===== src/hw/rtl/ptv_pkg.sv =====
// Shared types and constants for the pose to view matrix block.
// Used by every module in hw/rtl; depends on nothing.
package ptv_pkg;

  localparam int TOL_W  = 31;
  localparam int ADDR_W = 3;
  localparam int Q_W    = 16;
  localparam int EYE_W  = 32;
  localparam int VAL_W  = 32;
  localparam int RAW_W  = 34;
  localparam int ROT_W  = 20;
  localparam int PROD_W = ROT_W + EYE_W;
  localparam int SUM_W  = PROD_W + 2;
  localparam int RAW_SH = 14;
  localparam int XL_SH  = 16;

  localparam logic [TOL_W-1:0] TOL_RESET = TOL_W'(10737418);
  localparam logic signed [RAW_W-1:0] ONE_Q30 = RAW_W'(1073741824);

  // Register index as seen in the word-address bit of paddr.
  localparam logic REG_NORM_TOL = 1'b0;

  localparam logic [1:0] ROW_FIRST = 2'd0;
  localparam logic [1:0] ROW_TRANS = 2'd3;

  typedef struct packed {
    logic signed [EYE_W-1:0] eye_x;
    logic signed [EYE_W-1:0] eye_y;
    logic signed [EYE_W-1:0] eye_z;
    logic signed [Q_W-1:0]   quat_x;
    logic signed [Q_W-1:0]   quat_y;
    logic signed [Q_W-1:0]   quat_z;
    logic signed [Q_W-1:0]   quat_w;
  } pose_t;

  typedef struct packed {
    logic [1:0]              row_index;
    logic signed [VAL_W-1:0] value_a;
    logic signed [VAL_W-1:0] value_b;
    logic signed [VAL_W-1:0] value_c;
    logic                    ok;
    logic                    last;
  } result_t;

  typedef struct packed {
    logic                           ok;
    logic [2:0][2:0][ROT_W-1:0]     r;
    logic [2:0][EYE_W-1:0]          eye;
  } rot_t;

  typedef struct packed {
    logic                           ok;
    logic [2:0][2:0][ROT_W-1:0]     r;
    logic [2:0][VAL_W-1:0]          t;
  } xlat_t;

endpackage


===== src/hw/rtl/ptv_ser.sv =====
// Output serializer: holds one finished pose and sends its rows one beat per cycle.
// Depends on ptv_pkg.
module ptv_ser (
  input  logic             clk,
  input  logic             rst_n,
  input  logic             tail_valid,
  input  ptv_pkg::xlat_t   tail,
  output logic             load,
  output logic             out_valid,
  output ptv_pkg::result_t out_result
);

  logic           act_r, act_nxt;
  logic [1:0]     cnt_r, cnt_nxt;
  ptv_pkg::xlat_t buf_r;
  logic           last_now;

  assign last_now = act_r && (!buf_r.ok || (cnt_r == ptv_pkg::ROW_TRANS));
  assign load     = tail_valid && (!act_r || last_now);

  always_comb begin
    act_nxt = act_r;
    cnt_nxt = cnt_r;
    if (load) begin
      act_nxt = 1'b1;
      cnt_nxt = ptv_pkg::ROW_FIRST;
    end else if (last_now) begin
      act_nxt = 1'b0;
    end else if (act_r) begin
      cnt_nxt = cnt_r + 2'd1;
    end
  end

  always_ff @(posedge clk) begin
    if (!rst_n) begin
      act_r <= 1'b0;
      cnt_r <= ptv_pkg::ROW_FIRST;
    end else begin
      act_r <= act_nxt;
      cnt_r <= cnt_nxt;
    end
  end

  always_ff @(posedge clk) begin
    if (load) begin
      buf_r <= tail;
    end
  end

  always_comb begin
    out_result.row_index = cnt_r;
    out_result.ok        = buf_r.ok;
    out_result.last      = last_now;
    case (cnt_r)
      2'd0: begin
        out_result.value_a = ptv_pkg::VAL_W'($signed(buf_r.r[0][0]));
        out_result.value_b = ptv_pkg::VAL_W'($signed(buf_r.r[0][1]));
        out_result.value_c = ptv_pkg::VAL_W'($signed(buf_r.r[0][2]));
      end
      2'd1: begin
        out_result.value_a = ptv_pkg::VAL_W'($signed(buf_r.r[1][0]));
        out_result.value_b = ptv_pkg::VAL_W'($signed(buf_r.r[1][1]));
        out_result.value_c = ptv_pkg::VAL_W'($signed(buf_r.r[1][2]));
      end
      2'd2: begin
        out_result.value_a = ptv_pkg::VAL_W'($signed(buf_r.r[2][0]));
        out_result.value_b = ptv_pkg::VAL_W'($signed(buf_r.r[2][1]));
        out_result.value_c = ptv_pkg::VAL_W'($signed(buf_r.r[2][2]));
      end
      default: begin
        out_result.value_a = buf_r.t[0];
        out_result.value_b = buf_r.t[1];
        out_result.value_c = buf_r.t[2];
      end
    endcase
    if (!buf_r.ok) begin
      out_result.value_a = '0;
      out_result.value_b = '0;
      out_result.value_c = '0;
    end
  end

  assign out_valid = act_r;

endmodule


===== config.mk =====
export PLATFORM = sky130hd
export DESIGN_NAME = ptv_ser
export DESIGN_NICKNAME = d
export VERILOG_FILES = /design/src/hw/rtl/ptv_pkg.sv /design/src/hw/rtl/ptv_ser.sv
export SDC_FILE = /design/constraint.sdc
export NUM_CORES = 1
export LEC_CHECK = 0
export BUFFER_PORTS_ARGS = -buffer_cell sky130_fd_sc_hd__buf_2
export CAP_MARGIN = 10
export CORE_MARGIN = 1
export CORE_UTILIZATION = 40
export DETAILED_ROUTE_END_ITERATION = 12
export PLACE_DENSITY_LB_ADDON = 0.12
export SYNTH_ARGS = -nofsm -noshare
export SYNTH_HDL_FRONTEND = slang
export SYNTH_SLANG_ARGS = --single-unit
export TNS_END_PERCENT = 50

===== constraint.sdc =====
create_clock -name clk -period 9.9 [get_ports clk]
set_clock_uncertainty 0.15 [all_clocks]
set_input_delay 1.98 -clock clk [delete_from_list [all_inputs] [get_ports clk]]
set_output_delay 1.98 -clock clk [all_outputs]
set_load 0.05 [all_outputs]

======== Yosys cells after proc, flatten, opt, wreduce, memory -nomap -nowiden ========
Cells that the tools add are included.
word-level totals
  flip-flop bits (word level) ............. 280
  bits of input ports ..................... 280
  output and inout bits ................... 102
cells by class
  add/sub/neg operators ................... 1
  equality and inequality tests ........... 3
  multiplexer cells ....................... 4
  bitwise logic cells ..................... 2
  reductions and logical operators ........ 10
operators with widths
  cell                                                             count
  96-bit one-hot mux with 3 select lines                           1
  96-bit two-way mux                                               1
  2-bit == test, second input constant                             2
  2-bit by 1-bit adder with 2-bit output, second input constant    1
  2-bit by 1-bit == test with 1-bit output, second input constant  1
  1-bit logical AND                                                2
  1-bit logical NOT                                                2
  2-bit logical NOT                                                1
  1-bit logical OR                                                 2
  1-bit two-way mux                                                2
  1-bit NOT                                                        2
  2-bit AND reduction                                              1
  2-bit nonzero test                                               1
  2-bit OR reduction                                               1

======== Longest topological paths before layout ========
Gate-level depths: netlist (run 1).
  depth after elaboration ................. 6
  gate-level depth with buffers ........... 7
  mapped depth without buffers ............ 4

======== Worst setup path after synthesis (run 1) ========
No wires, ideal clock.
  path type ............................... in2out
  from .................................... input port tail_valid
  to ...................................... output port load
  arrival time ............................ 8.561 ns
  required time ........................... 7.770 ns
  slack ................................... -0.791 ns
  cell stages on the path ................. 1
  cell sequence ........................... and2_1
between the ends
  longest elaborated chain between the ends .. 1
RTL lines
  item                RTL line       source
  start: declaration  ptv_ser.sv:6   input logic tail_valid,
  1-bit logical AND   ptv_ser.sv:19  assign load = tail_valid && (!act_r || last_now);
  end: declaration    ptv_ser.sv:8   output logic load,
No other way between the ends.

==> results of run 1 <==
## worst max-delay path, delay by kind of cell (launching register included)
family                   cells  cell delay, ns
buffers and inverters        2            1.02
adder cells (fa/ha/maj)      1            0.72
flip-flops                   1            0.48
AO/OA/AOI/OAI                2            0.50
## final timing paths
kind                               start             end  slack (ns)  cells past startpoint
worst min register to register  cnt_r[1]        cnt_r[1]        0.45                      2
worst min-delay path            cnt_r[1]        cnt_r[1]        0.45                      2
worst max register to register  cnt_r[0]      buf_r[176]        5.30                      6
worst max-delay path            cnt_r[0]  out_result[85]        4.44                      5
## routing by layer
| metal | routed length, um | GRT usage | vias up | share of wire |
|---|---|---|---|---|
| met5 | 61 | 0 | - | 0.0021 |
| met4 | 505 | 0.0446 | 10 | 0.018 |
| met3 | 2550 | 0.0601 | 49 | 0.090 |
| met2 | 14100 | 0.323 | 268 | 0.50 |
| met1 | 11300 | 0.227 | 3479 | 0.39 |
| li1 | - | - | 3373 | - |
## through the flow
step / hold WS, ns / power [W] / setup slack, ns / area (sq um) / util
final: 0.453 / 0.00278 / 4.44 / 14700 / 0.509
after global routing: 0.481 / 0.00289 / 4.23 / 14700 / 0.509
after CTS: 0.450 / 0.00281 / 4.40 / 14700 / 0.509
after detailed placement: 0.435 / 0.00177 / 4.73 / 13800 / 0.478
after global placement: 0.448 / 0.00176 / 4.76 / 13800 / 0.478
after floorplan: 0.550 / 0.00166 / 2.32 / 11800 / -
## registers in the layout, indices dropped and copies added (netlist names)
signal,flops
out_valid,1
cnt_r,2
buf_r,276
out_result,1
## cells in the final DEF (no fill, tap or decap)
cell,count
nand3b_1,3
mux2i_1,2
clkinv_1,4
inv_1,60
a211oi_2,30
a21oi_4,3
ha_4,2
clkbuf_16,31
clkinvlp_4,3
edfxtp_1,277
a22oi_2,3
buf_4,10
and2_4,1
o21a_1,1
a211oi_1,9
nand2b_1,1
bufinv_16,1
dfxtp_1,3
diode_2,3
nor2b_1,39
nand2_1,1
buf_2,381
a21oi_2,57
ha_2,2
a221oi_2,57
a22oi_1,57
clkinv_2,8
clkbuf_1,6
inv_4,1
a21boi_1,1
## power by group through the flow
stage               clock network, W  logic, W  registers (W)
floorplan                          0  0.000222        0.00144
global placement                   0  0.000331        0.00143
detailed placement                 0  0.000334        0.00143
CTS                          0.00106  0.000335        0.00141
global route                 0.00112  0.000352        0.00142
finish                       0.00104  0.000329        0.00141
## layout make-up
type | instances | share of cell area
Inverter | 61 | 0.0157
Clock inverter | 16 | 0.00732
Tap cell | 384 | 0.0327
Antenna cell | 3 | 0.000511
Clock buffer | 37 | 0.0543
Timing Repair Buffer | 391 | 0.135
Sequential cell | 280 | 0.570
Multi-Input combinational cell | 269 | 0.185
## cells by family (layout without fill, tap and decap cells)
group                      Yosys count  count (layout)  synth area share
and+or+nand+nor                     45              45            0.0240
other                                0               3                 0
AOI/OAI and AO/OA                  218             218             0.198
buffers and inverters              117             505            0.0605
adders and majority gates            4               4           0.00425
muxes                                2               2           0.00170
DFF                                280             280             0.712
==> metrics.txt, run 1 <==
outcome=finished, final reports clean; core area=about 0.029 sq mm; chip width=174 um; CTS tree=built; combined area of the multi-input logic cells=approximately 0.0027 sq mm; Die H=about 170 um; clock network fraction of design power=0.374; routed length per instance=a little under 20 um; top cells by area, synth=edfxtp_1 (71%), a221oi_2 (7.3%), a21oi_2 (4.2%), a22oi_1 (3.6%), a211oi_2 (3.2%); Final Hold Viols=0; Register Area=~0.0084 sq mm; # hold bufs at CTS=0; yosys warns=0; slowest stage delay, CP=between 0.7 and 0.8 ns; vias per inst=around 5; Distinct cells, synth=27; final setup fails=0; # placed instances=1385; worst slew pin tran=just over 1 ns; Filler cells=around 2500; Max Root-Sink Buffers=3; #FFs+latches synth=280; Async S/R FF share, synth=0; worst path cell trace=ha_4, buf_4, a21oi_4, a211oi_1, buf_2; Sw Ratio=0.250; Worst Setup Path Type=flip-flop to output port; global-route wire length before repair=approximately 43000 um; DRC Markers=0; number of global-route vias before repair=between 7000 and 8000; worst skew pair latency=roughly 0.54 ns; combinational share of power=0.119; die area=roughly 0.03 sq mm; register area share after synthesis=0.712; largest net degree at the start of global routing=81; GPL Wtd Cong=roughly 0.75; Critical-path top delay cell=ha_4; P_int=0.00208 W; sequential fraction of design power=0.507; initial antenna violation count=9; Synth Cell Area=approximately 0.012 sq mm; Tot GR Track Use=0.187; maximum vdd drop=~150 uV; Pleak=between 5 and 6 nW; initial core utilization=0.408; Final Cycle Share=0.551; most frequent cell after synthesis=edfxtp_1; CP max FO=about 60; Post-CTS Setup Inserts=0; DRT iter0 DRCs=between 300 and 400; I/O Buffers=381; Max Clk Rate=approximately 180 MHz; H-tree levels=1; Synth top cells by count=edfxtp_1 (277), inv_1 (60), a21oi_2 (57), a221oi_2 (57), a22oi_1 (57); clk slew on worst S/H paths=0.06 ns; clock root cell=clkbuf_16; Worst EP arrival=3.33 ns; area fraction of the dominant cell type after synthesis=0.707; largest area contributor in the netlist=edfxtp_1; RSZ-0062 raised after global routing=no; Syn Area/Cell=roughly 18 sq um; NetSw=between 0.0006 and 0.0007 W; pwr/cell area=~190 mW/mm^2; Max-Cap Viols=0; share of cells above drive strength 1=0.560; Synth Instances=approximately 670; final cell count without fillers=~1400; EDFF count, synth=between 200 and 300; Mapped Nets=950; # IOs=382; final setup TNS=0 ns; routed via count=about 7000; final-stage net count=around 1300; count of pins over their slew limit=0; CTS resizes=0; # rows=between 60 and 70; post-DP HPWL=around 19000 um; Post-synth top flop=edfxtp_1; Max-slew headroom=0.326; routed wire length=about 28000 um; CTS Buf Count=30; total gr overflow=0; CTS sink count=280; DRT Pass-1 Iters=4; Area Growth Syn to Fin=24.9%; Hold Path Class=flip-flop to flip-flop; CP Launch Type=flip-flop; minimum clock period=5.46 ns; Routed Antenna Nets=0; nature of the critical path endpoint=output port; WP data required=7.77 ns
Power figures use the tool's default switching activity.
==> inputs of run 2 (changes only) <==
==> constraint.sdc (replaced) <==
create_clock -name clk -period 5.3 [get_ports clk]
set_clock_uncertainty 0.15 [all_clocks]
set_input_delay 1.06 -clock clk [delete_from_list [all_inputs] [get_ports clk]]
set_output_delay 1.06 -clock clk [all_outputs]
set_load 0.05 [all_outputs]
==> metrics.txt, run 2 (synthesis results as in run 1) <==
outcome=finished, final reports clean; Hold Path Class=flip-flop to flip-flop; post-DP HPWL=19000 um (+1.1%); total gr overflow=0 (unchanged); placed standard-cell area=0.0139 sq mm (+0.51%); Largest regs=buf_r (276), cnt_r (2); global-route wire length before repair=42800 um (-0.30%); initial antenna violation count=9 (unchanged); Finished Cell Area=0.0149 sq mm (+1.1%); # hold bufs at CTS=0 (unchanged); maximum vdd drop=250 uV (+64%); CTS tree=built; worst hold path startpoint=cnt_r[1]; nature of the critical path endpoint=output port; count of pins over their slew limit=0 (unchanged); die area=0.0301 sq mm (unchanged); GPL Wtd Cong=0.790 (+5.3%); worst slew pin tran=1.02 ns (+0.0113 ns); CP Launch Type=flip-flop; share of cells above drive strength 1=0.560 (+0.000719); CTS Buf Count=31 (+3.3%); initial core utilization=0.408 (unchanged); Max-slew headroom=0.318 (-0.00754); H-tree levels=1 (unchanged); final setup fails=0 (unchanged); Worst EP arrival=2.85 ns (-0.48 ns); chip width=174 um (unchanged); Largest register FFs=276 (unchanged); R2R cell count=5 (-1); r2r endpoint=buf_r[120]; CTS sink count=280 (unchanged); minimum clock period=4.06 ns; CTS resizes=0 (unchanged); Area Growth Syn to Fin=26.2%; Max Clk Rate=247 MHz; routed wl met3=2120 um (-17%); Final Hold Viols=0 (unchanged); met2 WL=14300 um (+1.4%); Hold EP=cnt_r[1]; commonest cells after routing, fill and taps aside=buf_2 (381), edfxtp_1 (277), inv_1 (60); # rows=62 (unchanged); CP max FO=23 (-62%); worst skew pair latency=0.55 ns (about the same); worst path cell trace=inv_1, ha_2, a22oi_2, a211oi_2, buf_2; largest net degree at the start of global routing=164 (+100%); Top reg by flops=buf_r; final cell count without fillers=1449 (+0.56%); # placed instances=1386 (+0.072%); core area=0.0289 sq mm (unchanged); Critical-path top delay cell=a22oi_2; Filler cells=2527 (-0.39%); most common cell after layout, fill and taps aside=buf_2; final-stage net count=1319 (+0.15%); Routed Antenna Nets=0 (unchanged); Pleak=5.79 nW (+1.2%); final hold slack=0.441 ns (-0.0119 ns); number of global-route vias before repair=7381 (+0.56%); Tot GR Track Use=0.186 (-0.00163); reg2reg setup slack=1.86 ns (-3.44 ns); r2r startpoint=cnt_r[0]; clock root cell=clkbuf_16; routed length per instance=19.7 um (-0.37%); I/O Buffers=381 (unchanged); pwr/cell area=359 mW/mm^2 (+90%); slowest stage delay, CP=0.81 ns (+0.09 ns); # IOs=382 (unchanged); DRT Pass-1 Iters=4 (unchanged); Final Cycle Share=0.765; top layer in use=met5; Max-Cap Viols=0 (unchanged); RSZ-0062 raised after global routing=no; Die H=174 um (unchanged); Worst Setup Path Type=flip-flop to output port; M1 wire length=11300 um (+0.16%); Max Root-Sink Buffers=3 (unchanged); vias per inst=5.00 (+0.33%); routed wire length=28500 um (+0.18%); DRT iter0 DRCs=444 (+22%); DRC Markers=0 (unchanged); Post-CTS Setup Inserts=0 (unchanged); final setup TNS=0 ns (unchanged); clk slew on worst S/H paths=0.06 ns (about the same); routed via count=7243 (+0.89%); WP data required=4.09 ns (-3.68 ns); hold path depth=2 (unchanged)
==> run 2: changes by cell type in the layout (fill, tap and decap cells not counted) <==
cell        delta
clkinv_1       +1
bufinv_16      +2
buf_4          -4
clkbuf_8       +2
buf_12         +5
diode_2        +4
inv_6          +1
clkinvlp_4     -3
==> run 2: worst max path at each step <==
stage	startpoint	endpoint	cells after the start
after CTS	cnt_r[0]	out_result[55]	5
after global placement	cnt_r[0]	out_result[33]	5
after global routing	cnt_r[0]	out_result[55]	5
after detailed placement	cnt_r[0]	out_result[55]	5
final	cnt_r[0]	out_result[26]	5
after floorplan	cnt_r[0]	load	4
==> run 2: report_power, final <==
| part | switching, W | internal, W |
|---|---|---|
| registers | 0.0000399 | 0.00259 |
| logic | 0.000425 | 0.000194 |
| clock network | 0.000836 | 0.00124 |
| total | 0.00130 | 0.00403 |
==> run 2: area by class of cell <==
| type | count | area [sq um] | share of cell area |
|---|---|---|---|
| clock inverters | 17 | 158 | 0.0106 |
| well taps | 384 | 480 | 0.0323 |
| clock buffers | 39 | 826 | 0.0556 |
| inverters | 61 | 231 | 0.0156 |
| repair buffers | 392 | 2050 | 0.138 |
| diodes | 7 | 17.5 | 0.00118 |
| flip-flops and latches | 280 | 8380 | 0.564 |
| multi-input cells | 269 | 2710 | 0.183 |
==> run 2: routing by layer <==
| metal | track usage | up-vias |
|---|---|---|
| met2 | 0.325 | 257 |
| met1 | 0.222 | 3553 |
| met4 | 0.0560 | 4 |
| met5 | 0 | - |
| met3 | 0.0507 | 52 |
| li1 | - | 3377 |
==> run 2: worst max-delay path, delay by kind of cell, from the launching register on <==
family                   cells  cell delay (ns)
adder cells (fa/ha/maj)      1             0.43
buffers and inverters        2             0.41
flip-flops                   1             0.46
AO/OA/AOI/OAI                2             1.00
==> run 2: stage by stage <==
stage / total power (W) / utilization / worst slack, ns
5_1_grt: 0.00552 / 0.515 / 1.03
2_1_floorplan: 0.00310 / - / 0.606
4_1_cts: 0.00539 / 0.514 / 1.19
3_5_place_dp: 0.00331 / 0.480 / 1.79
3_3_place_gp: 0.00330 / 0.480 / 1.83
6_report: 0.00533 / 0.515 / 1.24
==> inputs of run 3 (changes only) <==
--- a/config.mk
+++ b/config.mk
@@ -5,6 +5,7 @@
 export SDC_FILE = /design/constraint.sdc
 export NUM_CORES = 1
 export LEC_CHECK = 0
+export ABC_AREA = 1
 export BUFFER_PORTS_ARGS = -buffer_cell sky130_fd_sc_hd__buf_2
 export CAP_MARGIN = 10
 export CORE_MARGIN = 1
==> constraint.sdc (replaced) <==
create_clock -name clk -period 3.78 [get_ports clk]
set_clock_uncertainty 0.15 [all_clocks]
set_input_delay 0.756 -clock clk [delete_from_list [all_inputs] [get_ports clk]]
set_output_delay 0.756 -clock clk [all_outputs]
set_load 0.05 [all_outputs]
==> metrics.txt, run 3 <==
vias per inst=4.88 (-2.3%); H-tree levels=1 (unchanged); clock network fraction of design power=0.411 (+0.022); Max Clk Rate=around 280 MHz; Worst Setup Path Type=flip-flop to output port; Synth top cells by count=edfxtp_1 (277), nand2_1 (185), a21oi_1 (114); largest area contributor in the netlist=edfxtp_1; clock root cell=clkbuf_16; count of pins over their slew limit=0 (unchanged); I/O Buffers=381 (unchanged); initial antenna violation count=10 (+1); CTS resizes=0 (unchanged); commonest cells after routing, fill and taps aside=buf_2 (381), edfxtp_1 (277), nand2_1 (185); # rows=60 (-3.2%); WP data required=2.87 ns (-1.22 ns); Max-Cap Viols=0 (unchanged); Post-synth top flop=edfxtp_1; worst path cell trace=ha_4, inv_6, buf_4, o21ai_0, a21oi_1, buf_2; nature of the critical path endpoint=output port; r2r startpoint=cnt_r[0]; area fraction of the dominant cell type after synthesis=0.754 (+0.0476); final setup fails=0 (unchanged); routed length per instance=18.9 um (-4.2%); final hold slack=0.214 ns (-0.227 ns); DRC Markers=0 (unchanged); core area=0.0270 sq mm (-6.3%); sequential fraction of design power=0.487 (-0.008); slowest stage delay, CP=0.46 ns (-0.35 ns); Worst EP arrival=2.67 ns (-0.18 ns); global-route wire length before repair=44300 um (+3.3%); initial core utilization=0.408 (about the same); Tot GR Track Use=0.209 (+0.0233); total gr overflow=0 (unchanged); die area=0.0282 sq mm (-6.2%); CTS Buf Count=31 (unchanged); EDFF count, synth=277 (unchanged); Top reg by flops=buf_r; reg2reg setup slack=1.08 ns (-0.78 ns); RSZ-0062 raised after global routing=no; # IOs=382 (unchanged); worst hold path startpoint=tail[76]; CTS tree=built; #FFs+latches synth=280 (unchanged); Critical-path top delay cell=inv_6; top cells by area, synth=edfxtp_1 (75%), nand2_1 (6.3%), a21oi_1 (5.2%), o21ai_0 (4.3%), inv_1 (2.1%); register area share after synthesis=0.760 (+0.0480); yosys warns=0 (unchanged); routed wire length=30000 um (+5.2%); Synth Cell Area=0.0110 sq mm (-6.3%); Die H=168 um (-3.2%); family with the most delay on the worst path=buffers and inverters; pwr/cell area=531 mW/mm^2 (+48%); P_int=0.00576 W (+43%); placed standard-cell area=0.0132 sq mm (-5.0%); CP Launch Type=flip-flop; Area Growth Syn to Fin=29.2%; worst slew pin tran=0.833 ns (-0.190 ns); chip width=168 um (-3.2%); Routed Antenna Nets=0 (unchanged); NetSw=0.00180 W (+39%); most frequent cell after synthesis=edfxtp_1; final-stage net count=1506 (+14%); outcome=finished, final reports clean; number of global-route vias before repair=7604 (+3.0%); routed via count=7772 (+7.3%); clk slew on worst S/H paths=0.06 ns (about the same); Largest regs=buf_r (276), cnt_r (2); Finished Cell Area=0.0142 sq mm (-4.1%); Largest register FFs=276 (unchanged); Final Hold Viols=0 (unchanged); Hold Path Class=input port to flip-flop; fin util=0.527 (+0.0123); DRT Pass-1 Iters=4 (unchanged); Synth Instances=848 (+27%); Max-slew headroom=0.445 (+0.127); Syn Area/Cell=13.0 sq um (-26%); CP Launch Point=cnt_r[1]; CP Buf/Inv Count=3 (+1); most common cell after layout, fill and taps aside=buf_2; Pleak=6.07 nW (+4.8%); DRT iter0 DRCs=504 (+14%); share of cells above drive strength 1=0.363 (-0.197); Sw Ratio=0.238 (-0.00586); Max Root-Sink Buffers=3 (unchanged); Mapped Nets=1132 (+19%); worst skew pair latency=0.56 ns (about the same); post-DP HPWL=19900 um (+4.9%); maximum vdd drop=330 uV (+32%); minimum clock period=3.58 ns; Final Cycle Share=0.947; largest net degree at the start of global routing=147 (-10%); Async S/R FF share, synth=0 (unchanged); GPL Wtd Cong=0.803 (+1.6%); CP max FO=74 (+220%); Distinct cells, synth=22 (-19%); CTS sink count=280 (unchanged); combinational share of power=0.102 (-0.014)
[run 3: cell types whose count changed after synthesis, moves of 7 or more]
cell and change:
a211oi_1 -9, a211oi_2 -30, a21oi_1 +114, a21oi_2 -57
a221oi_2 -57, a22oi_1 -57, buf_12 -7, nand2_1 +184
nor2_1 +41, nor2b_1 -39, o21ai_0 +95
[run 3: final timing paths]
kind / endpoint / depth (start not counted)
worst max-delay path: out_result[3] / 6
worst min-delay path: buf_r[76] / 1
worst min register to register: cnt_r[1] / 4
worst max register to register: buf_r[113] / 6
[run 3: cells by family after synthesis]
family,count (synthesis),synth area share
AOI/OAI and AO/OA,212,0.0967
adders and majority gates,4,0.00454
buffers and inverters,116,0.0557
DFF,280,0.760
and+or+nand+nor,236,0.0833
[run 3: cell type report]
class,instances,area [sq um]
timing repair buffer,395,2070
inverter,62,241
clock inverter,23,263
fill,2447,12800
sequential,280,8390
clock buffer,35,791
multi-input combinational,452,2060
antenna,4,10.0
tap,341,427
[run 3: per-layer routing]
layer	wire, um	vias up	GRT usage
met4	580	12	0.0467
met2	14600	304	0.358
met3	2610	55	0.0630
met1	12200	3680	0.260
met5	72	-	0
li1	-	3721	-
[run 3: repair_timing]
item / 4_1_cts / 5_1_grt
endpoints found under the setup margin: 1 / 0
setup buffers: 1 / 0
hold buffers: 0 / 0
[run 3: power groups by stage]
stage,Combinational [W],Sequential [W],Clock [W]
after floorplan,0.000484,0.00377,0
after global placement,0.000774,0.00375,0
after detailed placement,0.000781,0.00375,0
after CTS,0.000784,0.00369,0.00318
after global routing,0.000832,0.00370,0.00328
final,0.000773,0.00368,0.00311
[run 3: through the flow]
step                instances  worst slack [ns]  TNS (ns)  total power, W
detailed placement       1529             0.565         0         0.00453
global placement         1529             0.581         0         0.00452
global route             1588           0.00898         0         0.00781
floorplan                 848             -2.22   -617.22         0.00425
finish                   1592             0.200         0         0.00757
CTS                      1588            0.0657         0         0.00764
